[src/hw/rtl/bcg_pkg.sv]
// bcg_pkg: shared widths, codes, beat types and the cordic arctangent table
// for the biquad coefficient generator; depends on nothing
package bcg_pkg;

   localparam int COEF_FRAC_BITS_DEF = 28;
   localparam int CORDIC_STAGES_DEF  = 24;
   localparam int CORDIC_MAX         = 32;

   localparam int RATE_W   = 20;
   localparam int FREQ_W   = 24;
   localparam int QUAL_W   = 24;
   localparam int GAIN_W   = 24;
   localparam int PHASE_W  = 32;
   localparam int PH_STEPS = FREQ_W + PHASE_W;
   localparam int ATAN_W   = 30;
   localparam int CS_W     = 34;
   localparam int Z_W      = 33;
   localparam int OPA_W    = 35;
   localparam int OPB_W    = 26;
   localparam int NUM_W    = 58;
   localparam int MAG_W    = 57;
   localparam int QUO_W    = 34;
   localparam int COEF_W   = 32;

   localparam logic [RATE_W-1:0]       RATE_RESET  = 20'd48000;
   localparam logic signed [CS_W-1:0]  CORDIC_GAIN = 34'sd652032874;
   localparam logic signed [OPA_W-1:0] ONE_Q30     = 35'sd1073741824;
   localparam logic [PHASE_W-1:0]      EIGHTH_TURN = 32'h2000_0000;

   localparam logic [1:0] OP_LOWPASS  = 2'd0;
   localparam logic [1:0] OP_HIGHPASS = 2'd1;
   localparam logic [1:0] OP_BANDPASS = 2'd2;
   localparam logic [1:0] OP_NOTCH    = 2'd3;

   localparam logic [1:0] ST_OK    = 2'd0;
   localparam logic [1:0] ST_QZERO = 2'd1;
   localparam logic [1:0] ST_ABOVE = 2'd2;
   localparam logic [1:0] ST_SAT   = 2'd3;

   localparam logic signed [COEF_W-1:0] COEF_MAX = 32'sh7FFF_FFFF;
   localparam logic signed [COEF_W-1:0] COEF_MIN = 32'sh8000_0000;

   typedef struct packed {
      logic [1:0]               op;
      logic [FREQ_W-1:0]        corner_freq;
      logic [QUAL_W-1:0]        quality;
      logic signed [GAIN_W-1:0] peak_gain;
   } req_type;

   typedef struct packed {
      logic signed [COEF_W-1:0] coef_b0;
      logic signed [COEF_W-1:0] coef_b1;
      logic signed [COEF_W-1:0] coef_b2;
      logic signed [COEF_W-1:0] coef_a1;
      logic signed [COEF_W-1:0] coef_a2;
      logic [1:0]               status;
   } rsp_type;

   // arctangent of 2^-i in units of 2^-32 turn
   function automatic logic [ATAN_W-1:0] atan_turn(input int unsigned idx);
      logic [ATAN_W-1:0] v;
      case (idx)
         0:  v = 30'd536870912;
         1:  v = 30'd316933406;
         2:  v = 30'd167458907;
         3:  v = 30'd85004756;
         4:  v = 30'd42667331;
         5:  v = 30'd21354465;
         6:  v = 30'd10679838;
         7:  v = 30'd5340245;
         8:  v = 30'd2670163;
         9:  v = 30'd1335087;
         10: v = 30'd667544;
         11: v = 30'd333772;
         12: v = 30'd166886;
         13: v = 30'd83443;
         14: v = 30'd41722;
         15: v = 30'd20861;
         16: v = 30'd10430;
         17: v = 30'd5215;
         18: v = 30'd2608;
         19: v = 30'd1304;
         20: v = 30'd652;
         21: v = 30'd326;
         22: v = 30'd163;
         23: v = 30'd81;
         24: v = 30'd41;
         25: v = 30'd20;
         26: v = 30'd10;
         27: v = 30'd5;
         28: v = 30'd3;
         29: v = 30'd1;
         30: v = 30'd1;
         default: v = 30'd0;
      endcase
      return v;
   endfunction

endpackage

[src/hw/rtl/bcg_cordic_cell.sv]
// bcg_cordic_cell: one rotation step of the sin/cos cordic
// depends on bcg_pkg (widths, arctangent table)
module bcg_cordic_cell
   import bcg_pkg::*;
#(
   parameter int IDX = 0
) (
   input  logic                   clock,
   input  logic                   en,
   input  logic signed [CS_W-1:0] up_x,
   input  logic signed [CS_W-1:0] up_y,
   input  logic signed [Z_W-1:0]  up_z,
   input  logic [1:0]             up_quad,
   output logic signed [CS_W-1:0] dn_x,
   output logic signed [CS_W-1:0] dn_y,
   output logic signed [Z_W-1:0]  dn_z,
   output logic [1:0]             dn_quad
);

   localparam logic signed [Z_W-1:0] ANGLE = $signed(Z_W'(atan_turn(IDX)));

   logic signed [CS_W-1:0] x_ff, x_in, y_ff, y_in, dx, dy;
   logic signed [Z_W-1:0]  z_ff, z_in;
   logic [1:0]             quad_ff;

   assign dx = up_y >>> IDX;
   assign dy = up_x >>> IDX;

   always_comb begin
      if (!up_z[Z_W-1]) begin
         x_in = up_x - dx;
         y_in = up_y + dy;
         z_in = up_z - ANGLE;
      end else begin
         x_in = up_x + dx;
         y_in = up_y - dy;
         z_in = up_z + ANGLE;
      end
   end

   always_ff @(posedge clock) begin
      if (en) begin
         x_ff    <= x_in;
         y_ff    <= y_in;
         z_ff    <= z_in;
         quad_ff <= up_quad;
      end
   end

   assign dn_x    = x_ff;
   assign dn_y    = y_ff;
   assign dn_z    = z_ff;
   assign dn_quad = quad_ff;

endmodule

[config.mk]
export PLATFORM = sky130hd
export DESIGN_NAME = bcg_cordic_cell
export DESIGN_NICKNAME = d
export VERILOG_FILES = /design/src/hw/rtl/bcg_pkg.sv /design/src/hw/rtl/bcg_cordic_cell.sv
export SDC_FILE = /design/constraint.sdc
export NUM_CORES = 1
export LEC_CHECK = 0
export ABC_AREA = 0
export BUFFER_PORTS_ARGS = -buffer_cell sky130_fd_sc_hd__buf_2
export CAP_MARGIN = 15
export CORE_MARGIN = 2
export CORE_UTILIZATION = 40
export CTS_CLUSTER_DIAMETER = 40
export CTS_CLUSTER_SIZE = 40
export DETAILED_ROUTE_END_ITERATION = 7
export GPL_TIMING_DRIVEN = 0
export HOLD_SLACK_MARGIN = 0.1
export SYNTH_ARGS = -nofsm -noshare
export SYNTH_HDL_FRONTEND = slang
export SYNTH_SLANG_ARGS = --single-unit
export TNS_END_PERCENT = 5
[constraint.sdc]
create_clock -name clock -period 3.4 [get_ports clock]
set_input_delay 0.34 -clock clock [delete_from_list [all_inputs] [get_ports clock]]
set_output_delay 0.34 -clock clock [all_outputs]
set_load 0.02 [all_outputs]
==> results of run 1 <==
## synth_stat cells (all sizes together) (7+ instances only)
master | count | share of area [%]
a21oi | 124 | 6.8
nor2 | 103 | 4.3
edfxtp | 102 | 34
ha | 102 | 14
inv | 100 | 4.1
o21ai | 59 | 3.3
xnor2 | 56 | 5.4
nand2 | 42 | 1.7
buf | 28 | 1.7
nand3 | 22 | 1.2
a21o | 21 | 1.7
o21bai | 20 | 1.7
clkbuf | 17 | 0.72
a211oi | 15 | 1.3
mux2i | 15 | 1.7
nor3 | 15 | 0.88
nand2b | 13 | 0.89
o31ai | 12 | 1.0
nor4 | 10 | 0.92
xor2 | 10 | 0.96
a2111oi | 9 | 0.87
a31oi | 8 | 0.62
nor2b | 7 | 0.48
o211ai | 7 | 0.58
## sequential cells by signal (all words and copies together) (netlist names)
name	flops
dn_quad	2
dn_x	34
dn_y	33
dn_z	33
## stage by stage
stage / setup TNS (ns) / util (%) / hold WS, ns
final: 0 / 48.1 / 0.152
after global routing: 0 / 48.1 / 0.139
after CTS: 0 / 48.1 / 0.143
after detailed placement: -1.20 / 46.7 / 0.518
after global placement: -1.18 / 46.6 / 0.517
after floorplan: 0 / - / 0.439
## placed cells by master, fill, tap and decap left out, types with 7 or more instances in the layout
| master | netlist | routed |
|---|---|---|
| ha_1 | 102 | 102 |
| nor4_1 | 8 | 8 |
| edfxtp_1 | 102 | 102 |
| a211oi_1 | 13 | 13 |
| xor2_1 | 10 | 10 |
| mux2i_1 | 15 | 15 |
| a21o_1 | 21 | 21 |
| a21oi_1 | 124 | 124 |
| clkbuf_16 | 0 | 9 |
| nand2b_1 | 13 | 13 |
| nor2b_1 | 7 | 7 |
| clkbuf_1 | 16 | 16 |
| nand2_1 | 42 | 42 |
| a2111oi_0 | 9 | 9 |
| o31ai_1 | 11 | 11 |
| buf_1 | 8 | 8 |
| o21bai_1 | 20 | 20 |
| buf_2 | 14 | 220 |
| inv_1 | 98 | 98 |
| o211ai_1 | 7 | 7 |
| nor2_1 | 103 | 103 |
| nand3_1 | 22 | 22 |
| o21ai_0 | 53 | 53 |
| xnor2_1 | 56 | 56 |
| nor3_1 | 14 | 14 |
## power breakdown
part	internal, mW	switching [mW]	total (mW)
clock	0.589	0.541	1.13
combinational	0.616	1.16	1.78
sequential	1.62	0.0434	1.66
total	2.82	1.75	4.57
## worst max-delay path: cells and delay by family
kind	cells	cell delay (ns)
compound gates	7	1.88
xor+xnor	1	0.11
fa+ha+maj	2	0.64
buf+inv	1	0.12
simple gates	1	0.21
## cell families after synthesis
| kind of cell | synth area share, % |
|---|---|
| fa+ha+maj | 14.9 |
| buf+inv | 6.65 |
| compound gates | 24.7 |
| simple gates | 11.9 |
| xor+xnor | 6.36 |
| mux | 1.78 |
| flops | 33.7 |
## repair_timing
item	4_1_cts	5_1_grt
setup endpoints to repair	0	2
resized for setup	0	2
setup buffers	0	0
## metal layers
layer | up-vias | GRT usage, % | wire [µm]
li1 | 4075 | - | -
met1 | 4058 | 33.2 | 13200
met2 | 417 | 40.1 | 13600
met3 | 43 | 5.04 | 2570
met4 | 0 | 5.82 | 561
met5 | - | 0 | 0
## worst max path at each step
stage,to,cells past startpoint
4_1_cts,dn_x[32],12
3_3_place_gp,dn_x[32],12
5_1_grt,dn_y[19],13
2_1_floorplan,dn_y[26],11
3_5_place_dp,dn_x[32],12
6_report,dn_x[32],12
## layout make-up
class / instances / share of cell area [%]
Multi-Input combinational cell: 757 / 50.1
Sequential cell: 102 / 28.3
Timing Repair Buffer: 208 / 9.84
Inverter: 103 / 3.57
Tap cell: 285 / 3.29
Clock buffer: 9 / 2.08
Buffer: 45 / 2.01
Clock inverter: 7 / 0.786
==> results.sh, run 1 <==
export IMPL_status="completed"
export IMPL_htreeDepth=3
export IMPL_cp_max_fo=5
export IMPL_drtIter0Drc=901
export IMPL_fillers=2216
export IMPL_drive_above_1_share_pct=22.2
export IMPL_die_height_um=155
export IMPL_synth_cell_types=76
export IMPL_ys_flop_type="edfxtp_1"
export IMPL_final_cells=1516
export IMPL_route_detailed_drc=0
export IMPL_post_drt_wl_per_cell_um=19.8
export IMPL_path_cells="buf_2, ha_1, fa_1, and2b_4, o311ai_4, a31oi_1, o2111ai_2, a31oi_2, a31oi_2, o41ai_2, a32oi_1, xor2_1"
export IMPL_critical_path_endpoint_type="flop"
export IMPL_crit_arrival_ns=3.33
export IMPL_crit_start="up_x[0]"
export IMPL_cts_inserted_buffers=9
export IMPL_async_flop_share_pct=0
export IMPL_clk_pin_slew_ns=0.07
export IMPL_fin_crit_ns=3.22
export IMPL_first_pass_iters=6
export IMPL_p_total_mw=4.57
export IMPL_vias=8593
export IMPL_dp_hpwl_mm=23.7
export IMPL_root_buffer="clkbuf_16"
export IMPL_dpl_worst_slack_ns=-0.254
export IMPL_dpl_cell_count=1500
export IMPL_ios=208
export IMPL_grt_pass1_wl_mm=45.6
export IMPL_syn_avg_cell_area_um2=9.02
export IMPL_start_util_pct=40.4
export IMPL_grt_overflow=0
export IMPL_diodes=0
export IMPL_gp_routability_congestion=0.971
export IMPL_multiInputGateArea_mm2=0.00543
export IMPL_holdPathStages=1
export IMPL_ant_nets=0
export IMPL_slew_headroom_pct=35.0
export IMPL_ir_worst_vdd_uv=299
export IMPL_maxCapViolCount=0
export IMPL_finalWorstSetupSlack_ns=0.176
export IMPL_yosysWarnings=0
export IMPL_cp_slowest_cell="fa_1"
export IMPL_die_w_um=155
export IMPL_syn_num_nets=1218
export IMPL_cts_tree="done"
export IMPL_core_mm2=0.0225
export IMPL_antenna_found_initial=0
export IMPL_grt_setup_unrepaired="no"
export IMPL_area_growth_pct=19.2
export IMPL_power_leakage_nw=4.82
export IMPL_dieArea_mm2=0.0239
export IMPL_hp_start="up_z[24]"
export IMPL_fmax_mhz=310
export IMPL_layout_nets=1437
export IMPL_crit_path_start_kind="primary input"
export IMPL_power_density_mw_per_mm2=422
export IMPL_design_area_mm2=0.0108
export IMPL_clock_path_buffers=2
export IMPL_worst_slew_pin_slew_ns=0.976
export IMPL_dpl_cell_area_mm2=0.0105
export IMPL_finalCritPeriodShare_pct=94.8
export IMPL_synthCells=1007
export IMPL_viasPerCell=5.67
export IMPL_ys_seq_elements=102
export IMPL_cpMostUsedCell="a31oi_2"
export IMPL_hold_path_end="dn_z[24]"
export IMPL_required_ns=3.50
export IMPL_final_max_slew_viol_count=0
export IMPL_grt_pass1_vias=8250
export IMPL_synth_edf_count=102
export IMPL_path_class="in2reg"
export IMPL_drt_wl_total_mm=30.0
export IMPL_numClockSinks=102
export IMPL_grt_start_max_net_pins=68
export IMPL_syn_area_mm2=0.00909
export IMPL_cts_hold_buf=0
export IMPL_regArea_mm2=0.00306
export IMPL_setup_viol=0
export IMPL_io_buffers=207
export IMPL_max_stage_delay_ns=0.43
export IMPL_track_usage_pct=24.4
export IMPL_rows=55
export IMPL_ys_seq_area_share_pct=33.7
export IMPL_hold_violations=0
export IMPL_hold_class="in2reg"
No activity file was read; power rests on OpenSTA's default activity.
==> inputs of run 2 (changes only) <==
--- a/config.mk
+++ b/config.mk
@@ -15,6 +15,7 @@
 export DETAILED_ROUTE_END_ITERATION = 7
 export GPL_TIMING_DRIVEN = 0
 export HOLD_SLACK_MARGIN = 0.1
+export PLACE_DENSITY_LB_ADDON = 0.15
 export SYNTH_ARGS = -nofsm -noshare
 export SYNTH_HDL_FRONTEND = slang
 export SYNTH_SLANG_ARGS = --single-unit
==> constraint.sdc (replaced) <==
create_clock -name clock -period 3.4 [get_ports clock]
set_input_delay 0 -clock clock [delete_from_list [all_inputs] [get_ports clock]]
set_output_delay 0 -clock clock [all_outputs]
set_load 0.02 [all_outputs]
==> run 2 against run 1 <==
Non-clock buffer count is 35 higher. Sequential power about the same. Die area unchanged. Fmax grew 4.9%. Global-route usage is 0.27 points higher. Clock power hardly changed. Final cell count is 2.3% higher. Wire length up 2.3%. Total power hardly changed. Critical path type unchanged.
==> results.sh, run 2 (synthesis results as in run 1) <==
export IMPL_ir_worst_vdd_uv=252
export IMPL_fillers=2216
export IMPL_maxCapViolCount=0
export IMPL_finalCritPeriodShare_pct=90.4
export IMPL_track_usage_pct=24.7
export IMPL_crit_arrival_ns=3.18
export IMPL_viasPerCell=5.56
export IMPL_grt_overflow=0
export IMPL_grt_pass1_vias=8209
export IMPL_hold_class="in2reg"
export IMPL_post_cts_setup_buffer_count=0
export IMPL_dp_hpwl_mm=23.9
export IMPL_required_ns=3.50
export IMPL_multiInputGateArea_mm2=0.00542
export IMPL_dieArea_mm2=0.0239
export IMPL_cts_tree="done"
export IMPL_drtIter0Drc=684
export IMPL_holdPathStages=1
export IMPL_grt_pass1_wl_mm=46.0
export IMPL_cp_max_fo=6
export IMPL_rows=55
export IMPL_slew_headroom_pct=31.1
export IMPL_core_mm2=0.0225
export IMPL_area_growth_pct=22.8
export IMPL_vias=8624
export IMPL_numClockSinks=102
export IMPL_fin_crit_ns=3.07
export IMPL_layout_nets=1472
export IMPL_ant_nets=0
export IMPL_hold_violations=0
export IMPL_dpl_worst_slack_ns=0.00824
export IMPL_start_util_pct=40.4
export IMPL_power_leakage_nw=4.95
export IMPL_grt_start_max_net_pins=73
export IMPL_hp_start="en"
export IMPL_htreeDepth=3
export IMPL_largest_reg_flops=34
export IMPL_status="completed"
export IMPL_p_total_mw=4.57
export IMPL_regArea_mm2=0.00306
export IMPL_setup_tns_ns=0
export IMPL_fmax_mhz=325
export IMPL_gp_routability_congestion=0.931
export IMPL_path_class="in2reg"
export IMPL_grt_setup_unrepaired="no"
export IMPL_dpl_cell_count=1500
export IMPL_critical_path_endpoint_type="flop"
export IMPL_clk_pin_slew_ns=0.09
export IMPL_layout_common_cells="buf_2, a21oi_1, nor2_1, ha_1, edfxtp_1"
export IMPL_crit_path_start_kind="primary input"
export IMPL_diodes=0
export IMPL_drive_above_1_share_pct=21.3
export IMPL_power_density_mw_per_mm2=410
export IMPL_die_w_um=155
export IMPL_antenna_found_initial=0
export IMPL_final_max_slew_viol_count=0
export IMPL_final_cells=1551
export IMPL_die_height_um=155
export IMPL_drt_wl_total_mm=30.7
export IMPL_clock_path_buffers=2
export IMPL_root_buffer="clkbuf_16"
export IMPL_worst_slew_pin_slew_ns=1.03
export IMPL_cts_inserted_buffers=9
export IMPL_io_buffers=207
export IMPL_setup_viol=0
export IMPL_ios=208
export IMPL_route_detailed_drc=0
export IMPL_postLayoutCoreUtil_pct=49.6
export IMPL_first_pass_iters=6
export IMPL_hold_path_end="dn_x[12]"
export IMPL_final_common_cell="buf_2"
export IMPL_post_drt_wl_per_cell_um=19.8
export IMPL_finalWorstSetupSlack_ns=0.326
## run 2: cell count changes in the layout (fill, tap and decap cells not counted), moves of 2 or more
cell / change
clkinv_4: -2
inv_6: -2
dlygate4sd3_1: +35
clkinvlp_4: +2
## run 2: timing repair
| action | in CTS | in global routing |
|---|---|---|
| resized for setup | 0 | 1 |
| setup endpoints to repair | 0 | 1 |
| hold buffers | 35 | 0 |
| endpoints found under the hold margin | 35 | 0 |
## run 2: metrics by stage
stage	area, µm²	hold WS (ns)
floorplan	9090	0.0989
global placement	10500	0.177
detailed placement	10500	0.178
CTS	11200	0.115
global route	11200	0.136
finish	11200	0.0964
## run 2: how the worst max path moves through the flow
stage	depth (start not counted)	end	startpoint	slack, ns
after detailed placement	13	dn_x[20]	up_x[7]	0.008
after global placement	13	dn_x[20]	up_x[7]	-0.02
after floorplan	11	dn_y[26]	up_x[0]	0.84
after CTS	13	dn_x[20]	up_y[0]	0.1
final	13	dn_x[20]	up_y[0]	0.33
after global routing	13	dn_x[20]	up_y[0]	0.07
## run 2: where the power goes
group | switching (mW) | total, mW | internal [mW]
clock network | 0.528 | 1.11 | 0.579
registers | 0.0430 | 1.66 | 1.62
logic | 1.16 | 1.80 | 0.641
total | 1.73 | 4.57 | 2.84
## run 2: area by class of cell
type | instances | area share [%]
plain buffers | 45 | 1.95
clock buffers | 10 | 2.05
clock inverters | 6 | 0.617
inverters | 103 | 3.46
multi-input cells | 757 | 48.6
flip-flops and latches | 102 | 27.4
well taps | 285 | 3.19
repair buffers | 243 | 12.7
## run 2: layer usage
layer | share of wire (%) | up-vias | global-route usage, % | wire length, µm
li1 | - | 4136 | - | -
met1 | 45 | 4092 | 33.7 | 13700
met2 | 46 | 356 | 41.4 | 14300
met3 | 6.8 | 40 | 3.45 | 2090
met4 | 1.9 | 0 | 6.39 | 586
met5 | 0 | - | 0 | 0
## run 2: critical path, stage by stage
cell	delay, ns
buf_2	0.10
dlygate4sd3_1	0.55
ha_1	0.18
fa_1	0.20
nand2b_1	0.13
a21oi_1	0.12
o21ai_2	0.45
o21ai_0	0.21
a2111oi_0	0.51
nor2_1	0.16
a211oi_1	0.26
a21oi_1	0.10
xnor2_1	0.20
