File: src/hw/rtl/bcg_pkg.sv
// bcg_pkg: shared widths, codes, beat types and the cordic arctangent table
// for the biquad coefficient generator; depends on nothing
package bcg_pkg;

   localparam int COEF_FRAC_BITS_DEF = 28;
   localparam int CORDIC_STAGES_DEF  = 24;
   localparam int CORDIC_MAX         = 32;

   localparam int RATE_W   = 20;
   localparam int FREQ_W   = 24;
   localparam int QUAL_W   = 24;
   localparam int GAIN_W   = 24;
   localparam int PHASE_W  = 32;
   localparam int PH_STEPS = FREQ_W + PHASE_W;
   localparam int ATAN_W   = 30;
   localparam int CS_W     = 34;
   localparam int Z_W      = 33;
   localparam int OPA_W    = 35;
   localparam int OPB_W    = 26;
   localparam int NUM_W    = 58;
   localparam int MAG_W    = 57;
   localparam int QUO_W    = 34;
   localparam int COEF_W   = 32;

   localparam logic [RATE_W-1:0]       RATE_RESET  = 20'd48000;
   localparam logic signed [CS_W-1:0]  CORDIC_GAIN = 34'sd652032874;
   localparam logic signed [OPA_W-1:0] ONE_Q30     = 35'sd1073741824;
   localparam logic [PHASE_W-1:0]      EIGHTH_TURN = 32'h2000_0000;

   localparam logic [1:0] OP_LOWPASS  = 2'd0;
   localparam logic [1:0] OP_HIGHPASS = 2'd1;
   localparam logic [1:0] OP_BANDPASS = 2'd2;
   localparam logic [1:0] OP_NOTCH    = 2'd3;

   localparam logic [1:0] ST_OK    = 2'd0;
   localparam logic [1:0] ST_QZERO = 2'd1;
   localparam logic [1:0] ST_ABOVE = 2'd2;
   localparam logic [1:0] ST_SAT   = 2'd3;

   localparam logic signed [COEF_W-1:0] COEF_MAX = 32'sh7FFF_FFFF;
   localparam logic signed [COEF_W-1:0] COEF_MIN = 32'sh8000_0000;

   typedef struct packed {
      logic [1:0]               op;
      logic [FREQ_W-1:0]        corner_freq;
      logic [QUAL_W-1:0]        quality;
      logic signed [GAIN_W-1:0] peak_gain;
   } req_type;

   typedef struct packed {
      logic signed [COEF_W-1:0] coef_b0;
      logic signed [COEF_W-1:0] coef_b1;
      logic signed [COEF_W-1:0] coef_b2;
      logic signed [COEF_W-1:0] coef_a1;
      logic signed [COEF_W-1:0] coef_a2;
      logic [1:0]               status;
   } rsp_type;

   // arctangent of 2^-i in units of 2^-32 turn
   function automatic logic [ATAN_W-1:0] atan_turn(input int unsigned idx);
      logic [ATAN_W-1:0] v;
      case (idx)
         0:  v = 30'd536870912;
         1:  v = 30'd316933406;
         2:  v = 30'd167458907;
         3:  v = 30'd85004756;
         4:  v = 30'd42667331;
         5:  v = 30'd21354465;
         6:  v = 30'd10679838;
         7:  v = 30'd5340245;
         8:  v = 30'd2670163;
         9:  v = 30'd1335087;
         10: v = 30'd667544;
         11: v = 30'd333772;
         12: v = 30'd166886;
         13: v = 30'd83443;
         14: v = 30'd41722;
         15: v = 30'd20861;
         16: v = 30'd10430;
         17: v = 30'd5215;
         18: v = 30'd2608;
         19: v = 30'd1304;
         20: v = 30'd652;
         21: v = 30'd326;
         22: v = 30'd163;
         23: v = 30'd81;
         24: v = 30'd41;
         25: v = 30'd20;
         26: v = 30'd10;
         27: v = 30'd5;
         28: v = 30'd3;
         29: v = 30'd1;
         30: v = 30'd1;
         default: v = 30'd0;
      endcase
      return v;
   endfunction

endpackage

File: src/hw/rtl/bcg_div_cell.sv
// bcg_div_cell: one restoring step of a coefficient division, one quotient bit
// depends on bcg_pkg
module bcg_div_cell
   import bcg_pkg::*;
#(
   parameter int DEN_W = 72
) (
   input  logic             clock,
   input  logic             en,
   input  logic [DEN_W-1:0] up_rem,
   input  logic [DEN_W-1:0] up_den,
   input  logic [QUO_W-1:0] up_quo,
   output logic [DEN_W-1:0] dn_rem,
   output logic [DEN_W-1:0] dn_den,
   output logic [QUO_W-1:0] dn_quo
);

   logic [DEN_W-1:0] rem_ff, rem_in, den_ff;
   logic [QUO_W-1:0] quo_ff, quo_in;
   logic [DEN_W:0]   trial, diff;
   logic             ge;

   assign trial  = {up_rem, 1'b0};
   assign ge     = trial >= {1'b0, up_den};
   assign diff   = trial - {1'b0, up_den};
   assign rem_in = ge ? diff[DEN_W-1:0] : trial[DEN_W-1:0];
   assign quo_in = {up_quo[QUO_W-2:0], ge};

   always_ff @(posedge clock) begin
      if (en) begin
         rem_ff <= rem_in;
         den_ff <= up_den;
         quo_ff <= quo_in;
      end
   end

   assign dn_rem = rem_ff;
   assign dn_den = den_ff;
   assign dn_quo = quo_ff;

endmodule

File: config.mk
export PLATFORM = sky130hd
export DESIGN_NAME = bcg_div_cell
export DESIGN_NICKNAME = d
export VERILOG_FILES = /design/src/hw/rtl/bcg_pkg.sv /design/src/hw/rtl/bcg_div_cell.sv
export SDC_FILE = /design/constraint.sdc
export NUM_CORES = 1
export LEC_CHECK = 0
export BUFFER_PORTS_ARGS = -buffer_cell sky130_fd_sc_hd__buf_2
export CAP_MARGIN = 40
export CORE_MARGIN = 2
export CORE_UTILIZATION = 52
export DETAILED_ROUTE_END_ITERATION = 12
export PLACE_DENSITY = 0.86
export SKIP_CTS_REPAIR_TIMING = 1
export SLEW_MARGIN = 20
export SYNTH_ARGS = -nofsm -noshare
export SYNTH_HDL_FRONTEND = slang
export SYNTH_SLANG_ARGS = --single-unit
File: constraint.sdc
create_clock -name clock -period 4.8 [get_ports clock]
set_input_delay 1.44 -clock clock [delete_from_list [all_inputs] [get_ports clock]]
set_output_delay 1.44 -clock clock [all_outputs]
set_load 0.02 [all_outputs]
==> impl_table.tex, run 1 <==
\begin{tabular}{lr}
\hline
Metric & Value \\
\hline
\multicolumn{2}{l}{\textbf{Setup path}} \\
Required time of the critical path & 4.98 ns \\
Kind of launch point of the worst setup path & primary input \\
Critical Path Most Common Cell & sky130\_fd\_sc\_hd\_\_o21ai\_0 \\
Crit. End Element & flop \\
Worst path slowest cell & sky130\_fd\_sc\_hd\_\_a2111oi\_2 \\
CP Depth & 12 \\
Worst path top cell family by delay & compound AO/OA/AOI/OAI gates \\
Buffers and inverters on the worst path & 2 \\
Setup Crit Path Kind & in2reg \\
Biggest fanout along the worst timing path & 6 \\
Largest stage delay on the critical path & 0.65 ns \\
Critical path data arrival time & 4.63 ns \\
Cell-by-cell listing of the critical path & buf\_2 > inv\_1 > ha\_1 > nand2\_1 > o21ai\_0 > a211oi\_1 > o31ai\_1 > a22oi\_1 > a2111oi\_2 > o21ai\_0 > a21boi\_0 > nor3b\_1 \\
\multicolumn{2}{l}{\textbf{Route}} \\
DR DRC count & 0 \\
Number of vias per cell after detailed routing & 5.56 \\
Drt initial violations & 638 \\
DRT Pass-1 Iters & 6 \\
Routed vias & 9757 \\
Detail Route Antenna Nets & 0 \\
Routed WL & 31000 microns \\
WL/cell & 17.7 microns \\
\multicolumn{2}{l}{\textbf{Global routing}} \\
Aggregate global-route resource usage & 27.0\% \\
Initial antenna violation count & 4 \\
First-pass GRT wire length & 46500 microns \\
Number of global-route vias before repair & 9025 \\
Global-route congestion overflow total & 0 \\
Pin count of the biggest net entering global routing & 89 \\
\multicolumn{2}{l}{\textbf{Clocking}} \\
CTS tree & done \\
Maximum number of buffers from clock root to sink & 2 \\
Total number of clock tree sinks & 178 \\
Maximum level of the CTS H-tree & 4 \\
Total CTS buffers & 17 \\
CTS clk-pin slew, worst paths & 0.08 ns \\
Root cell of the clock tree & sky130\_fd\_sc\_hd\_\_clkbuf\_16 \\
\multicolumn{2}{l}{\textbf{Finish}} \\
Most common cell after layout, fill and taps aside & sky130\_fd\_sc\_hd\_\_buf\_2 \\
Number of filler instances in the final layout & 1597 \\
NumNets Final & 1724 \\
Area of all sequential standard cells & 5350 sq um \\
Proportion of layout cells with a drive suffix above 1 & 30.1\% \\
Layout overhead on the synthesized area & 26.9\% \\
Post-layout utilization of the core & 67.7\% \\
Area taken by multi-input logic gates & 4990 sq um \\
Highest-count cells in the layout ignoring fill and taps & sky130\_fd\_sc\_hd\_\_buf\_2 (355), sky130\_fd\_sc\_hd\_\_edfxtp\_1 (178), sky130\_fd\_sc\_hd\_\_nand2\_1 (140), sky130\_fd\_sc\_hd\_\_o21ai\_0 (107), sky130\_fd\_sc\_hd\_\_inv\_1 (98) \\
\multicolumn{2}{l}{\textbf{STA}} \\
Post-route setup TNS & 0 ns \\
Number of failing hold endpoints at the final stage & 0 \\
Worst-margin pin slew & 0.597 ns \\
FMAX & 225 MHz \\
Count of final max-slew check failures & 0 \\
Final worst path period need & 4.45 ns \\
Final critical-path share of the clock period & 92.8\% \\
Unrepaired setup endpoints after global routing & no \\
Number of setup violations in the final report & 0 \\
Rel. slew slack & 60.2\% \\
\multicolumn{2}{l}{\textbf{Synthesis}} \\
Primary flip-flop cell chosen by synthesis mapping & sky130\_fd\_sc\_hd\_\_edfxtp\_1 \\
Number of synthesized flops with an enable pin & 178 \\
Synthesized net count & 1347 \\
Part of the Yosys area used for sequential elements & 49.0\% \\
Post-synthesis average cell area & 9.97 sq um \\
Cell count after synthesis & 1094 \\
Mapped Area & 10900 sq um \\
Synthesized flop and latch total & 178 \\
Share of synthesized registers carrying an async set or reset & 0\% \\
Netlist cell types & 58 \\
Warning count from the yosys run & 0 \\
\multicolumn{2}{l}{\textbf{Power and ir drop}} \\
Switching power share of the total & 33.6\% \\
Power density over cell area & 340 nW/um\^{}2 \\
Design internal power & 3120 uW \\
Relative contribution of sequential cells to total power & 41.8\% \\
Net Switching & 1580 uW \\
Peak VDD IR & 0.000251 V \\
Power share of the clock group & 29.9\% \\
Total design power & 4710 uW \\
Relative contribution of combinational cells to total power & 28.3\% \\
Static power due to leakage & 0.00628 uW \\
\multicolumn{2}{l}{\textbf{Min path}} \\
Hold Path Stages & 1 \\
Hold crit path type & in2reg \\
Hold path endpoint & dn\_quo[30]\$\_DFFE\_PP\_ \\
Hold Startpoint & up\_quo[29] \\
\multicolumn{2}{l}{\textbf{Placement}} \\
Last weighted congestion value of the routability-driven placer & 0.945 \\
Placed wire-length estimate after detailed placement & 24600 microns \\
Quantity of I/O buffers inserted on ports & 356 \\
\multicolumn{2}{l}{\textbf{Floorplan}} \\
Effective utilization at floorplan & 53.4\% \\
Number of placed I/O pins & 358 \\
Area of the core & 20400 sq um \\
Die extent in y & 149 microns \\
Die Span X & 149 microns \\
Die footprint & 22100 sq um \\
Row count & 52 \\
\multicolumn{2}{l}{\textbf{Flow run}} \\
Reported max-cap violation count & 0 \\
\multicolumn{2}{l}{\textbf{Outcome}} \\
Status & complete, no violations \\
\hline
\end{tabular}
-- power groups by stage --
stage | Clock (uW) | Combinational [uW] | Sequential, uW
after floorplan | 0 | 594 | 2230
after global placement | 0 | 1280 | 2000
after detailed placement | 0 | 1310 | 2000
after CTS | 1420 | 1320 | 1970
after global routing | 1480 | 1440 | 1980
final | 1410 | 1330 | 1970
-- how the worst max path moves through the flow --
stage | start | endpoint | slack [ns]
global placement | up_rem[0] | dn_rem[70]$_DFFE_PP_ | 0.12
finish | up_den[22] | dn_rem[71]$_DFFE_PP_ | 0.35
CTS | up_rem[0] | dn_rem[70]$_DFFE_PP_ | 0.39
detailed placement | up_den[5] | dn_rem[40]$_DFFE_PP_ | 0.06
floorplan | up_den[42] | dn_rem[45]$_DFFE_PP_ | 0.53
global route | up_rem[0] | dn_rem[70]$_DFFE_PP_ | 0.06
-- layer usage --
layer  GRT usage [%]  up-vias  wire length (microns)  part of all wire (%)
met3            6.33       44                   2510                   8.1
met5               0        -                     27                 0.087
met4            6.95        4                    637                   2.1
met2            46.4      442                  15100                    49
met1            34.5     4532                  12700                    41
li1                -     4735                      -                     -
-- kinds of logic (layout without fill, tap and decap cells) --
group | after synthesis | in the layout | synth area share (%)
other | 0 | 2 | 0
and+or+nand+nor | 298 | 298 | 12.5
muxes | 5 | 5 | 0.482
xor gates and xnor gates | 60 | 60 | 4.82
AOI/OAI and AO/OA | 338 | 338 | 19.5
buffers and inverters | 142 | 532 | 5.23
DFF | 178 | 178 | 49.0
adders and majority gates | 73 | 73 | 8.44
-- state kept, by name (all words and copies together), names as in the netlist --
name and flops:
dn_den 72, dn_quo 34, dn_rem 72
-- Yosys cell counts (14+ instances only) --
library cell	n	area share [%]
sky130_fd_sc_hd__nor2_1	54	1.9
sky130_fd_sc_hd__o21bai_1	17	1.2
sky130_fd_sc_hd__nand4_1	24	1.4
sky130_fd_sc_hd__a21o_1	39	2.7
sky130_fd_sc_hd__buf_2	15	0.69
sky130_fd_sc_hd__edfxtp_1	178	49
sky130_fd_sc_hd__nand2_1	140	4.8
sky130_fd_sc_hd__inv_1	98	3.4
sky130_fd_sc_hd__ha_1	72	8.3
sky130_fd_sc_hd__o21a_1	14	0.96
sky130_fd_sc_hd__xor2_1	26	2.1
sky130_fd_sc_hd__clkbuf_1	26	0.89
sky130_fd_sc_hd__o21ai_0	107	4.9
sky130_fd_sc_hd__xnor2_1	34	2.7
sky130_fd_sc_hd__a21oi_1	88	4.0
sky130_fd_sc_hd__nor3_1	17	0.78
-- through the flow --
stage | cell area [sq um] | setup WS, ns | hold WS (ns) | instances
2_1_floorplan | 10900 | 0.527 | 1.54 | 1094
6_report | 13800 | 0.348 | 1.17 | 1756
4_1_cts | 13800 | 0.395 | 1.16 | 1754
3_5_place_dp | 13200 | 0.0622 | 1.62 | 1722
5_1_grt | 13800 | 0.0567 | 1.15 | 1755
3_3_place_gp | 13200 | 0.118 | 1.62 | 1722
-- final cells by class --
cell class	count	area share, %
multi-input combinational	774	36.1
timing repair buffer	402	15.8
antenna	2	0.0362
inverter	98	2.66
tap	270	2.44
sequential	178	38.6
clock inverter	15	1.32
clock buffer	17	3.07
No activity file was read; power rests on OpenSTA's default activity.
==> run 2, diff against run 1 <==
CORE_UTILIZATION = 39   (was 52)
PLACE_DENSITY = 0.68   (was 0.86)
==> impl_table.tex, run 2 (same netlist as run 1, synthesis figures left out) <==
\begin{tabular}{lr}
\hline
Metric & Value \\
\hline
\multicolumn{2}{l}{\textbf{Outcome}} \\
Status & complete, no violations \\
\multicolumn{2}{l}{\textbf{Route}} \\
Routed WL & 31500 microns \\
Met1 Wirelength & 13400 microns \\
Number of vias per cell after detailed routing & 5.14 \\
WL/cell & 16.9 microns \\
Highest Signal Layer & met5 \\
Detail Route Antenna Nets & 0 \\
Routed met2 length & 15300 microns \\
DRT Pass-1 Iters & 6 \\
DR DRC count & 0 \\
Drt initial violations & 571 \\
Routed vias & 9585 \\
Met3 routed wirelength & 1860 microns \\
\multicolumn{2}{l}{\textbf{STA}} \\
Count of final max-slew check failures & 0 \\
Number of setup violations in the final report & 0 \\
Unrepaired setup endpoints after global routing & no \\
Worst-margin pin slew & 0.578 ns \\
Fin Hold WS & 1.17 ns \\
Number of failing hold endpoints at the final stage & 0 \\
Final critical-path share of the clock period & 91.6\% \\
FMAX & 227 MHz \\
Final worst path period need & 4.40 ns \\
Post-route setup TNS & 0 ns \\
Rel. slew slack & 61.5\% \\
\multicolumn{2}{l}{\textbf{Power and ir drop}} \\
Power density over cell area & 338 nW/um\^{}2 \\
Static power due to leakage & 0.00628 uW \\
Total design power & 4720 uW \\
Peak VDD IR & 0.000200 V \\
\multicolumn{2}{l}{\textbf{Global routing}} \\
Number of global-route vias before repair & 9099 \\
Aggregate global-route resource usage & 20.8\% \\
First-pass GRT wire length & 47200 microns \\
Pin count of the biggest net entering global routing & 82 \\
Initial antenna violation count & 6 \\
Global-route congestion overflow total & 0 \\
\multicolumn{2}{l}{\textbf{Finish}} \\
Proportion of layout cells with a drive suffix above 1 & 30.1\% \\
Layout overhead on the synthesized area & 28.2\% \\
Post-layout utilization of the core & 50.6\% \\
Most common cell after layout, fill and taps aside & sky130\_fd\_sc\_hd\_\_buf\_2 \\
Design area & 14000 sq um \\
Highest-count cells in the layout ignoring fill and taps & sky130\_fd\_sc\_hd\_\_buf\_2 (355), sky130\_fd\_sc\_hd\_\_edfxtp\_1 (178), sky130\_fd\_sc\_hd\_\_nand2\_1 (140), sky130\_fd\_sc\_hd\_\_o21ai\_0 (107), sky130\_fd\_sc\_hd\_\_inv\_1 (98) \\
NumNets Final & 1723 \\
Number of filler instances in the final layout & 2594 \\
\multicolumn{2}{l}{\textbf{Floorplan}} \\
Die extent in y & 171 microns \\
Die footprint & 29300 sq um \\
Die Span X & 171 microns \\
Effective utilization at floorplan & 39.5\% \\
Area of the core & 27600 sq um \\
Number of placed I/O pins & 358 \\
Row count & 61 \\
\multicolumn{2}{l}{\textbf{Clocking}} \\
CTS tree & done \\
Total number of clock tree sinks & 178 \\
CTS clk-pin slew, worst paths & 0.07 ns \\
Total CTS buffers & 17 \\
Root cell of the clock tree & sky130\_fd\_sc\_hd\_\_clkbuf\_16 \\
Maximum number of buffers from clock root to sink & 2 \\
Maximum level of the CTS H-tree & 4 \\
\multicolumn{2}{l}{\textbf{Placement}} \\
Quantity of I/O buffers inserted on ports & 356 \\
Dpl cell area & 13400 sq um \\
Placed wire-length estimate after detailed placement & 25100 microns \\
Last weighted congestion value of the routability-driven placer & 0.893 \\
\multicolumn{2}{l}{\textbf{Setup path}} \\
Required time of the critical path & 4.97 ns \\
CP startpoint & up\_rem[0] \\
Critical path data arrival time & 4.57 ns \\
Biggest fanout along the worst timing path & 3 \\
Crit. End Element & flop \\
Setup Crit Path Kind & in2reg \\
Kind of launch point of the worst setup path & primary input \\
End point of the critical path & dn\_rem[70]\$\_DFFE\_PP\_ \\
\multicolumn{2}{l}{\textbf{Min path}} \\
Hold crit path type & in2reg \\
Hold Startpoint & up\_quo[13] \\
\multicolumn{2}{l}{\textbf{Flow run}} \\
Reported max-cap violation count & 0 \\
\hline
\end{tabular}
[run 2: cell count changes in the layout (fill, tap and decap cells not counted)]
cell and change:
sky130_fd_sc_hd__diode_2 +3, sky130_fd_sc_hd__clkinv_2 +2, sky130_fd_sc_hd__clkinv_4 -1, sky130_fd_sc_hd__inv_8 -2, sky130_fd_sc_hd__buf_12 +1, sky130_fd_sc_hd__bufinv_16 +2
sky130_fd_sc_hd__clkinvlp_4 +1, sky130_fd_sc_hd__inv_6 +3, sky130_fd_sc_hd__buf_4 -2, sky130_fd_sc_hd__clkinv_8 -5
[run 2: area by class of cell]
class	count	area (sq um)	share of cell area (%)
sequential	178	5350	38.2
multi-input combinational	774	4990	35.7
timing repair buffer	401	2190	15.7
tap	378	473	3.38
clock buffer	17	425	3.04
inverter	98	368	2.63
clock inverter	15	174	1.24
antenna	5	12.5	0.0895
[run 2: layer usage]
layer / track usage (%) / vias to the layer above
met2: 34.4 / 328
met5: 0 / -
met4: 8.33 / 2
met1: 26.6 / 4466
li1: - / 4739
met3: 4.30 / 50
[run 2: worst max-delay path, cell delays in order]
cell and delay, ns:
sky130_fd_sc_hd__buf_2 0.10, sky130_fd_sc_hd__inv_1 0.06, sky130_fd_sc_hd__fa_1 0.46, sky130_fd_sc_hd__nor2b_1 0.17
sky130_fd_sc_hd__o211ai_1 0.14, sky130_fd_sc_hd__a21boi_0 0.45, sky130_fd_sc_hd__nor2_1 0.19, sky130_fd_sc_hd__o41ai_4 0.27
sky130_fd_sc_hd__a22oi_1 0.23, sky130_fd_sc_hd__o21ai_0 0.25, sky130_fd_sc_hd__buf_4 0.16, sky130_fd_sc_hd__o211ai_1 0.14
sky130_fd_sc_hd__a2111oi_0 0.41, sky130_fd_sc_hd__nor3_1 0.10
[run 2: power by group]
part	internal, uW	switching, uW
Clock	783	652
Sequential	1920	37.6
Combinational	497	831
Total	3200	1520
[run 2: worst min-delay path by stage]
stage                                 endpoint  cells after the start
after floorplan            dn_den[0]$_DFFE_PP_                      0
after global placement     dn_quo[9]$_DFFE_PP_                      1
after detailed placement  dn_quo[24]$_DFFE_PP_                      1
after CTS                  dn_quo[8]$_DFFE_PP_                      1
after global routing      dn_quo[14]$_DFFE_PP_                      1
final                     dn_quo[14]$_DFFE_PP_                      1
[run 2: through the flow]
stage,instances,setup slack (ns)
after global placement,1829,0.0535
after CTS,1861,0.498
after global routing,1866,0.163
after floorplan,1094,0.527
after detailed placement,1829,0.0752
final,1866,0.401
