<file path="config.mk">
export PLATFORM = sky130hd
export DESIGN_NAME = bcg_phase_cell
export DESIGN_NICKNAME = d
export VERILOG_FILES = /design/src/hw/rtl/bcg_pkg.sv /design/src/hw/rtl/bcg_phase_cell.sv
export SDC_FILE = /design/constraint.sdc
export NUM_CORES = 1
export LEC_CHECK = 0
export BUFFER_PORTS_ARGS = -buffer_cell sky130_fd_sc_hd__buf_4
export CORE_MARGIN = 2
export CORE_UTILIZATION = 31
export CTS_CLUSTER_SIZE = 12
export DETAILED_ROUTE_END_ITERATION = 8
export PLACE_DENSITY = 0.61
export SLEW_MARGIN = 20
export SYNTH_ARGS = -nofsm -noshare
export SYNTH_HDL_FRONTEND = slang
export SYNTH_SLANG_ARGS = --single-unit
</file>
<file path="constraint.sdc">
create_clock -name clock -period 3.4 [get_ports clock]
set_input_delay 0.34 -clock clock [delete_from_list [all_inputs] [get_ports clock]]
set_output_delay 0.34 -clock clock [all_outputs]
set_load 0.02 [all_outputs]
</file>
<file path="src/hw/rtl/bcg_pkg.sv">
// bcg_pkg: shared widths, codes, beat types and the cordic arctangent table
// for the biquad coefficient generator; depends on nothing
package bcg_pkg;

   localparam int COEF_FRAC_BITS_DEF = 28;
   localparam int CORDIC_STAGES_DEF  = 24;
   localparam int CORDIC_MAX         = 32;

   localparam int RATE_W   = 20;
   localparam int FREQ_W   = 24;
   localparam int QUAL_W   = 24;
   localparam int GAIN_W   = 24;
   localparam int PHASE_W  = 32;
   localparam int PH_STEPS = FREQ_W + PHASE_W;
   localparam int ATAN_W   = 30;
   localparam int CS_W     = 34;
   localparam int Z_W      = 33;
   localparam int OPA_W    = 35;
   localparam int OPB_W    = 26;
   localparam int NUM_W    = 58;
   localparam int MAG_W    = 57;
   localparam int QUO_W    = 34;
   localparam int COEF_W   = 32;

   localparam logic [RATE_W-1:0]       RATE_RESET  = 20'd48000;
   localparam logic signed [CS_W-1:0]  CORDIC_GAIN = 34'sd652032874;
   localparam logic signed [OPA_W-1:0] ONE_Q30     = 35'sd1073741824;
   localparam logic [PHASE_W-1:0]      EIGHTH_TURN = 32'h2000_0000;

   localparam logic [1:0] OP_LOWPASS  = 2'd0;
   localparam logic [1:0] OP_HIGHPASS = 2'd1;
   localparam logic [1:0] OP_BANDPASS = 2'd2;
   localparam logic [1:0] OP_NOTCH    = 2'd3;

   localparam logic [1:0] ST_OK    = 2'd0;
   localparam logic [1:0] ST_QZERO = 2'd1;
   localparam logic [1:0] ST_ABOVE = 2'd2;
   localparam logic [1:0] ST_SAT   = 2'd3;

   localparam logic signed [COEF_W-1:0] COEF_MAX = 32'sh7FFF_FFFF;
   localparam logic signed [COEF_W-1:0] COEF_MIN = 32'sh8000_0000;

   typedef struct packed {
      logic [1:0]               op;
      logic [FREQ_W-1:0]        corner_freq;
      logic [QUAL_W-1:0]        quality;
      logic signed [GAIN_W-1:0] peak_gain;
   } req_type;

   typedef struct packed {
      logic signed [COEF_W-1:0] coef_b0;
      logic signed [COEF_W-1:0] coef_b1;
      logic signed [COEF_W-1:0] coef_b2;
      logic signed [COEF_W-1:0] coef_a1;
      logic signed [COEF_W-1:0] coef_a2;
      logic [1:0]               status;
   } rsp_type;

   // arctangent of 2^-i in units of 2^-32 turn
   function automatic logic [ATAN_W-1:0] atan_turn(input int unsigned idx);
      logic [ATAN_W-1:0] v;
      case (idx)
         0:  v = 30'd536870912;
         1:  v = 30'd316933406;
         2:  v = 30'd167458907;
         3:  v = 30'd85004756;
         4:  v = 30'd42667331;
         5:  v = 30'd21354465;
         6:  v = 30'd10679838;
         7:  v = 30'd5340245;
         8:  v = 30'd2670163;
         9:  v = 30'd1335087;
         10: v = 30'd667544;
         11: v = 30'd333772;
         12: v = 30'd166886;
         13: v = 30'd83443;
         14: v = 30'd41722;
         15: v = 30'd20861;
         16: v = 30'd10430;
         17: v = 30'd5215;
         18: v = 30'd2608;
         19: v = 30'd1304;
         20: v = 30'd652;
         21: v = 30'd326;
         22: v = 30'd163;
         23: v = 30'd81;
         24: v = 30'd41;
         25: v = 30'd20;
         26: v = 30'd10;
         27: v = 30'd5;
         28: v = 30'd3;
         29: v = 30'd1;
         30: v = 30'd1;
         default: v = 30'd0;
      endcase
      return v;
   endfunction

endpackage

</file>
<file path="src/hw/rtl/bcg_phase_cell.sv">
// bcg_phase_cell: one restoring step of the phase division f*2^32 / (16*fs)
// depends on bcg_pkg
module bcg_phase_cell
   import bcg_pkg::*;
#(
   parameter int IDX = 0
) (
   input  logic               clock,
   input  logic               en,
   input  logic [FREQ_W-1:0]  span,
   input  logic [FREQ_W-1:0]  up_rem,
   input  logic [FREQ_W-1:0]  up_freq,
   input  logic [PHASE_W-1:0] up_phase,
   output logic [FREQ_W-1:0]  dn_rem,
   output logic [FREQ_W-1:0]  dn_freq,
   output logic [PHASE_W-1:0] dn_phase
);

   logic [FREQ_W-1:0]  rem_ff, rem_in;
   logic [FREQ_W-1:0]  freq_ff;
   logic [PHASE_W-1:0] phase_ff, phase_in;
   logic               nbit;
   logic [FREQ_W:0]    trial, diff;
   logic               ge;

   generate
      if (IDX < FREQ_W) begin : g_num
         assign nbit = up_freq[FREQ_W-1-IDX];
      end else begin : g_zero
         assign nbit = 1'b0;
      end
   endgenerate

   assign trial  = {up_rem, nbit};
   assign ge     = trial >= {1'b0, span};
   assign diff   = trial - {1'b0, span};
   assign rem_in = ge ? diff[FREQ_W-1:0] : trial[FREQ_W-1:0];

   generate
      if (IDX >= FREQ_W) begin : g_quo
         assign phase_in = {up_phase[PHASE_W-2:0], ge};
      end else begin : g_pass
         assign phase_in = up_phase;
      end
   endgenerate

   always_ff @(posedge clock) begin
      if (en) begin
         rem_ff   <= rem_in;
         freq_ff  <= up_freq;
         phase_ff <= phase_in;
      end
   end

   assign dn_rem   = rem_ff;
   assign dn_freq  = freq_ff;
   assign dn_phase = phase_ff;

endmodule

</file>
==> results of run 1 <==
path summary, 6_finish.rpt:
check	startpoint	to	slack (ns)	cells past startpoint
worst max-delay path	up_freq[23]	dn_rem[20]	0.71	11
worst min-delay path	up_phase[25]	dn_phase[25]	0.18	1
registers in the layout, summed over array words and instances, names as in the netlist:
register,count
dn_rem,24
dn_freq,24
dn_phase,32
metrics by stage:
step | utilization, % | hold slack (ns) | power (mW) | std cells
global placement | 43.5 | 0.519 | 2.02 | 683
CTS | 45.6 | 0.163 | 2.93 | 699
floorplan | - | 0.439 | 1.68 | 327
finish | 45.6 | 0.179 | 2.89 | 699
detailed placement | 43.5 | 0.519 | 2.03 | 683
global route | 45.6 | 0.166 | 3.03 | 699
cells in the mapped netlist (all sizes together), types with 2 or more instances:
master,instances
and3,4
a31o,2
mux2i,2
a31oi,3
o21ai,15
o31ai,9
a2bb2oi,2
nor2,9
mux2,16
xnor2,10
o21bai,3
and2,2
a21o,8
buf,7
xor2,5
o211ai,3
nor3,4
edfxtp,80
a21oi,25
o21a,6
inv,28
nand4,11
ha,24
nand3,6
nand2b,4
clkbuf,2
nand2,19
and4,3
critical path: stages:
cell and delay, ns:
buf_4 0.11, inv_1 0.07, ha_1 0.16, inv_1 0.06
fa_1 0.39, a21o_1 0.19, a221oi_2 0.45, o221a_2 0.32
a31oi_1 0.12, or3_1 0.32, a31o_2 0.24
area by class of cell:
| type | instances | area share [%] |
|---|---|---|
| flip-flops and latches | 80 | 40.0 |
| repair buffers | 189 | 23.6 |
| inverters | 28 | 1.75 |
| clock inverters | 6 | 0.729 |
| clock buffers | 10 | 3.81 |
| well taps | 176 | 3.66 |
| multi-input cells | 210 | 26.5 |
routing by layer:
| metal | vias up | global-route usage (%) | part of all wire [%] |
|---|---|---|---|
| met5 | - | 0 | 0 |
| met4 | 0 | 5.15 | 1.2 |
| met3 | 11 | 4.37 | 7.3 |
| met2 | 127 | 28.4 | 51 |
| met1 | 1557 | 18.5 | 41 |
| li1 | 1628 | - | - |
placed cells by master (no fill, tap or decap), types with 9 or more instances in the layout:
cell / instances
o21ai_0: 13
clkbuf_16: 9
nand2_1: 18
inv_1: 28
o31ai_1: 9
xnor2_1: 10
nor2_1: 9
mux2_2: 15
a21oi_1: 25
ha_1: 24
buf_4: 189
edfxtp_1: 80
nand4_1: 11
power by group:
group          total [mW]  internal (mW)  switching [mW]
Combinational       0.759          0.356           0.403
Sequential           1.24           1.21          0.0290
Clock               0.890          0.496           0.394
logic make-up after synthesis:
kind of cell / Yosys count
AND/OR/NAND/NOR: 66
adder cells (fa/ha/maj): 25
flip-flops: 80
AO/OA/AOI/OAI: 86
XOR/XNOR: 15
buffers and inverters: 37
multiplexers: 18
==> impl_metrics.yaml, run 1 <==
layout:
  final_nets: 649
  drive_gt1_share_pct: 43.6
  area_growth_pct: 44.3
  n_antenna_cell: 0
  regArea_mm2: 0.00240
  nFillCells: 1246
  multi_input_area_mm2: 0.00159
  fin_area_mm2: 0.00601
timing:
  hold_viol: 0
  relSlewSlack_pct: 32.5
  fmax_mhz: 371
  report.final.slew_viol_count: 0
  finalSetupViolations: 0
  fin_setup_tns_ns: 0
  rsz0062_at_grt: "false"
  fin_ws_ns: 0.706
  fin_crit_ns: 2.69
  fin_crit_sh_pct: 79.2
  tightestPinTransition_ns: 1.01
synthesis:
  yosysWarnings: 0
  synth_xor_area_share_pct: 3.15
  avgSynthCellArea_um2: 12.7
  yosysSeqAreaShare_pct: 57.7
  mappedNetlistNets: 458
  synth_cell_types: 50
  synthMuxAreaShare_pct: 4.80
  synth_top_family_by_area: "compound AO/OA/AOI/OAI gates"
  ys_ff_latch: 80
  synth.top_cell.area_share_pct: 57.7
  synth_compound_area_share_pct: 14.0
  synth_ff_type: "edfxtp_1"
  yosys.area.top_type: "edfxtp_1"
  synth_cells: 327
  synth_area_leaders: "edfxtp_1 (58%), ha_1 (7.2%), mux2_2 (4.1%)"
  synthSimpleGateAreaFrac_pct: 8.53
  yosys.area_share.adder_pct: 7.69
  synth_edf_count: 80
  async_flop_share_pct: 0
  syn_area_mm2: 0.00417
die:
  die_h_um: 120
  die_w_um: 120
  ios: 186
  fp.dieArea_mm2: 0.0144
  fp-row-count: 42
  start_util_pct: 31.6
  coreArea_mm2: 0.0132
global_routing:
  gr-usage-all-layers_pct: 16.0
  antenna_found_initial: 0
  globalRouteOverflowTotal: 0
  grt_pass1_vias: 3313
  grt_max_degree: 81
  grt_pass1_wl_um: 17500
placement:
  port_buffers: 185
  hpwl_um: 9180
  post-place-ws_ns: 0.341
  placed_cell_area_mm2: 0.00574
  gp_congestion: 0.816
routing:
  viasPerCell: 4.75
  drc: 0
  drt_first_pass_iters: 4
  drt-initial-drc-count: 190
  drt-total-wl_um: 11600
  via_count: 3323
  wl_per_cell_um: 16.6
  antenna_left: 0
power:
  leakagePower_nw: 2.61
  cellPowerDensity_mw_per_mm2: 481
  peakVddDrop_uv: 218
setup_path:
  crit_arrival_ns: 2.79
  startpoint_type: "input pin"
  end_kind: "flop"
  critPathKind: "in -> reg"
  required_ns: 3.49
  critical_path_peak_fanout: 5
outcome:
  status: "finished, final reports clean"
clock_tree:
  cts-resized-gates: 0
  numCtsBuffers: 9
  htree_num_levels: 3
  postCtsSetupRepairBufs: 0
  cts_tree: "done"
  clockBufferDepth: 2
  cts_sinks: 80
  hold_buffers: 0
  clockRootBuffer: "clkbuf_16"
  clk_pin_slew_worst_paths_ns: 0.07
worst_hold_path:
  hp-class: "in -> reg"
run:
  maxCapViolCount: 0
(Power assumes the default switching activity.)
==> inputs of run 2 (changes only) <==
ABC_AREA = 1   (was not set)
PLACE_DENSITY = 0.59   (was 0.61)
clock period = 2.6 ns   (was 3.4 ns; I/O delays follow)
==> run 2 against run 1 <==
Compared with the run above:
- critical path depth decreased by 1
- routed wire length increased by 17%
- combinational power is 36% higher
- clock-buffer cell count is the same
- worst setup slack lost 0.057 ns
- synthesized area grew 13%
==> impl_metrics.yaml, run 2 <==
outcome:
  status: "finished, final reports clean"
layout:
  layout_commonest_cell: "nand2_1"
  final_nets: 891
  largest_reg_flops: 32
  drive_gt1_share_pct: 28.8
  final_cell_mix: "nand2_1 (220), buf_4 (191), inv_1 (111), edfxtp_1 (80), nand4_1 (31)"
  fin_area_mm2: 0.00668
  n_antenna_cell: 0
  area_growth_pct: 41.4
  nFillCells: 1512
routing:
  drc: 0
  wl_per_cell_um: 14.3
  drt_first_pass_iters: 4
  drt-total-wl_um: 13600
  drt-initial-drc-count: 260
  via_count: 4215
  viasPerCell: 4.42
  antenna_left: 0
synthesis:
  synthMuxAreaShare_pct: 0
  synth_edf_count: 80
  synth_cells: 565
  synth_xor_area_share_pct: 2.04
  synth_top_family_by_area: "simple AND/OR/NAND/NOR gates"
  ys_ff_latch: 80
  synthSimpleGateAreaFrac_pct: 28.2
  yosys.area_share.adder_pct: 6.78
  async_flop_share_pct: 0
  yosysMostFrequentCell: "nand2_1"
  synth_compound_area_share_pct: 1.77
  synth_area_leaders: "edfxtp_1 (51%), nand2_1 (17%), inv_1 (8.8%)"
  syn_area_mm2: 0.00473
  yosys.area.top_type: "edfxtp_1"
  mappedNetlistNets: 696
  avgSynthCellArea_um2: 8.36
  netlist_top_cells_count: "nand2_1 (220), inv_1 (111), edfxtp_1 (80)"
  synth.top_cell.area_share_pct: 50.8
  yosysSeqAreaShare_pct: 50.8
  synth_ff_type: "edfxtp_1"
  synth_cell_types: 26
  yosysWarnings: 0
power:
  cellPowerDensity_mw_per_mm2: 600
  p_sw_mw: 1.16
  p_comb_share_pct: 25.7
  p_int_mw: 2.85
  clkPwrFrac_pct: 34.0
  power_frac_seq_pct: 40.3
  leakagePower_nw: 3.48
  swShare_pct: 28.9
  peakVddDrop_uv: 385
global_routing:
  gr-usage-all-layers_pct: 16.6
  antenna_found_initial: 0
  globalRouteOverflowTotal: 0
  grt_max_degree: 45
  grt_pass1_vias: 4245
  grt_pass1_wl_um: 21000
timing:
  hold_viol: 0
  fin_crit_ns: 1.95
  fin_crit_sh_pct: 75.0
  fin_setup_tns_ns: 0
  finalSetupViolations: 0
  tightestPinTransition_ns: 0.582
  report.final.slew_viol_count: 0
  fin_ws_ns: 0.649
  fmax_mhz: 513
  rsz0062_at_grt: "false"
  relSlewSlack_pct: 61.2
clock_tree:
  postCtsSetupRepairBufs: 0
  clockRootBuffer: "clkbuf_16"
  cts-resized-gates: 0
  hold_buffers: 0
  numCtsBuffers: 9
  cts_sinks: 80
  clk_pin_slew_worst_paths_ns: 0.07
  htree_num_levels: 3
  clockBufferDepth: 2
  cts_tree: "done"
die:
  fp.dieArea_mm2: 0.0162
  coreArea_mm2: 0.0150
  fp-row-count: 45
  start_util_pct: 31.4
  die_h_um: 127
  die_w_um: 127
  ios: 186
placement:
  gp_congestion: 0.929
  port_buffers: 185
  hpwl_um: 10800
  post-place-ws_ns: 0.282
  placed_cell_area_mm2: 0.00636
setup_path:
  slowest_stage: "ha_1"
  startpoint_type: "input pin"
  end_kind: "flop"
  required_ns: 2.69
  path_buf_inv: 2
  cp_top_family: "simple AND/OR/NAND/NOR gates"
  crit_chain: "buf_4 > ha_1 > nand2_1 > nor2_1 > nand3_1 > nand3_1 > nand3_4 > buf_4 > nand4_1 > nand2_1"
  crit_arrival_ns: 2.04
  critPathKind: "in -> reg"
  cpPeakStageDelay_ns: 0.34
  critical_path_peak_fanout: 13
worst_hold_path:
  hp-class: "in -> reg"
run:
  maxCapViolCount: 0
==> run 2: area by class of cell <==
type	instances	area [um^2]	area share (%)
inverter	116	435	6.52
clock inverter	6	90.1	1.35
tap	188	235	3.52
timing repair buffer	192	1450	21.8
sequential	80	2400	36.0
multi-input combinational	361	1840	27.5
clock buffer	10	229	3.43
==> run 2: kinds of logic after synthesis <==
group,count (synthesis)
AOI/OAI and AO/OA,14
xor gates and xnor gates,11
adders and majority gates,25
buffers and inverters,124
DFF,80
and+or+nand+nor,311
==> run 2: final timing paths <==
check,startpoint,endpoint,slack (ns),cells after the start
max,up_rem[7],dn_rem[1],0.65,10
min,up_phase[17],dn_phase[17],0.09,1
==> run 2: metrics by stage <==
step | total power [mW] | hold slack [ns] | utilization [%] | instances
3_5_place_dp | 2.68 | 0.440 | 42.3 | 937
4_1_cts | 4.05 | 0.0836 | 44.4 | 953
6_report | 4.01 | 0.0939 | 44.4 | 953
2_1_floorplan | 2.22 | 0.359 | - | 565
5_1_grt | 4.22 | 0.0807 | 44.4 | 953
3_3_place_gp | 2.68 | 0.438 | 42.3 | 937
==> run 2: metal layers <==
metal | vias to the layer above | track usage (%) | share of wire, %
met5 | - | 0 | 0
li1 | 2183 | - | -
met2 | 135 | 31.8 | 52
met1 | 1878 | 17.7 | 39
met4 | 0 | 5.04 | 2.0
met3 | 19 | 4.61 | 6.9
==> run 2: power by group through the flow <==
stage          logic [mW]  registers, mW  clock network, mW
2_1_floorplan       0.406           1.81                  0
3_3_place_gp         1.03           1.64                  0
3_5_place_dp         1.04           1.64                  0
4_1_cts              1.04           1.62               1.39
5_1_grt              1.14           1.63               1.45
6_report             1.03           1.62               1.36
==> inputs of run 3 (changes only) <==
PLACE_DENSITY = 0.61   (was 0.59)
clock period = 1.6 ns   (was 2.6 ns; I/O delays follow)
==> run 3 against run 2 <==
Compared with the run above:
- sequential share of layout area is 6.7 points lower
- combinational power increased by 120%
- sequential power up 62%
- hold slack worse by 0.082 ns
- final area up 23%
- routed wire length increased by 13%
- largest cell class is now non-clock buffers
==> impl_metrics.yaml, run 3 (synthesis results as in run 2) <==
die:
  die_w_um: 127
  ios: 186
  start_util_pct: 31.4
  coreArea_mm2: 0.0150
  die_h_um: 127
  fp-row-count: 45
  fp.dieArea_mm2: 0.0162
setup_path:
  critical_path_peak_fanout: 3
  end_kind: "flop"
  critPathKind: "in -> reg"
  startpoint_type: "input pin"
  required_ns: 1.69
  crit_arrival_ns: 1.64
placement:
  hpwl_um: 12100
  post-place-ws_ns: -0.313
  port_buffers: 185
  gp_congestion: 0.842
routing:
  drc: 0
  drt-initial-drc-count: 238
  antenna_left: 0
  dr_wl_met2_um: 7900
  viasPerCell: 4.47
  wl_per_cell_um: 14.4
  drt_first_pass_iters: 4
  drt-total-wl_um: 15400
  met1_length_um: 6280
  top_layer_used: "met4"
  via_count: 4769
  wl_met3_um: 950
timing:
  relSlewSlack_pct: 81.2
  finalSetupViolations: 0
  tightestPinTransition_ns: 0.282
  report.final.slew_viol_count: 0
  fin_crit_ns: 1.55
  hold_viol: 0
  hold_ws_ns: 0.0121
  fin_crit_sh_pct: 96.9
  fmax_mhz: 645
  fin_ws_ns: 0.0503
clock_tree:
  clk_pin_slew_worst_paths_ns: 0.07
  htree_num_levels: 3
  cts_tree: "done"
  clockRootBuffer: "clkbuf_16"
  clockBufferDepth: 2
  numCtsBuffers: 9
  cts_sinks: 80
layout:
  n_antenna_cell: 0
  final_nets: 1007
  layout_commonest_cell: "buf_4"
  drive_gt1_share_pct: 44.5
  area_growth_pct: 73.9
  largest_reg_flops: 32
  final_cell_mix: "buf_4 (263), nand2_1 (192), inv_1 (89), edfxtp_1 (80), dlygate4sd3_1 (35)"
global_routing:
  globalRouteOverflowTotal: 0
  grt_pass1_vias: 4881
  grt_pass1_wl_um: 23300
  antenna_found_initial: 0
  grt_max_degree: 36
  gr-usage-all-layers_pct: 18.2
run:
  maxCapViolCount: 0
power:
  peakVddDrop_uv: 452
  leakagePower_nw: 4.07
  cellPowerDensity_mw_per_mm2: 864
worst_hold_path:
  hp-class: "in -> reg"
outcome:
  status: "finished, final reports clean"
run 3: path summary, 6_finish.rpt:
kind | startpoint | slack (ns) | cells after the start | to
min | up_phase[30] | 0.01 | 1 | dn_phase[30]
max | up_freq[23] | 0.05 | 13 | dn_rem[8]
run 3: layout make-up:
class	count	area [um^2]
Clock buffer	9	225
Clock inverter	6	92.6
Fill cell	1346	6810
Inverter	116	453
Multi-Input combinational cell	361	2320
Sequential cell	80	2400
Tap cell	188	235
Timing Repair Buffer	308	2490
run 3: metrics by stage:
stage                     utilization (%)  setup TNS (ns)  power, mW  std cells  cell area [um^2]
final                                54.7               0       7.10       1068              8220
after global routing                 54.7         -0.0177       7.44       1068              8220
after CTS                            52.8               0       7.07       1056              7940
after detailed placement             49.0           -6.66       4.79       1015              7360
after global placement               49.0           -6.68       4.77       1015              7360
after floorplan                         -          -0.126       3.72        565              5110
run 3: where the power goes:
part	switching (mW)	total (mW)	internal (mW)	leakage, nW
clock network	0.834	2.20	1.37	0.149
registers	0.0696	2.63	2.56	0.782
logic	1.17	2.27	1.10	3.14
total	2.07	7.10	5.03	4.07
run 3: timing repair:
item                       CTS  global route
setup buffers                0             2
hold buffers                26             9
setup endpoints to repair    0            24
gates resized for setup      0            49
hold endpoints to repair    26             9
run 3: worst max-delay path, stage by stage:
cell and delay, ns:
buf_4 0.12, inv_2 0.06, ha_4 0.12, inv_2 0.04
fa_2 0.37, nand2_2 0.09, nand2_2 0.08, nand2_4 0.11
o21ai_4 0.08, buf_4 0.14, xor2_1 0.13, nand2_1 0.07
nand2_1 0.05
run 3: routing by layer:
layer  GRT usage, %  vias up
li1               -     2413
met1           21.3     2175
met2           33.4      159
met3           4.10       22
met4           5.11        0
met5              0        -
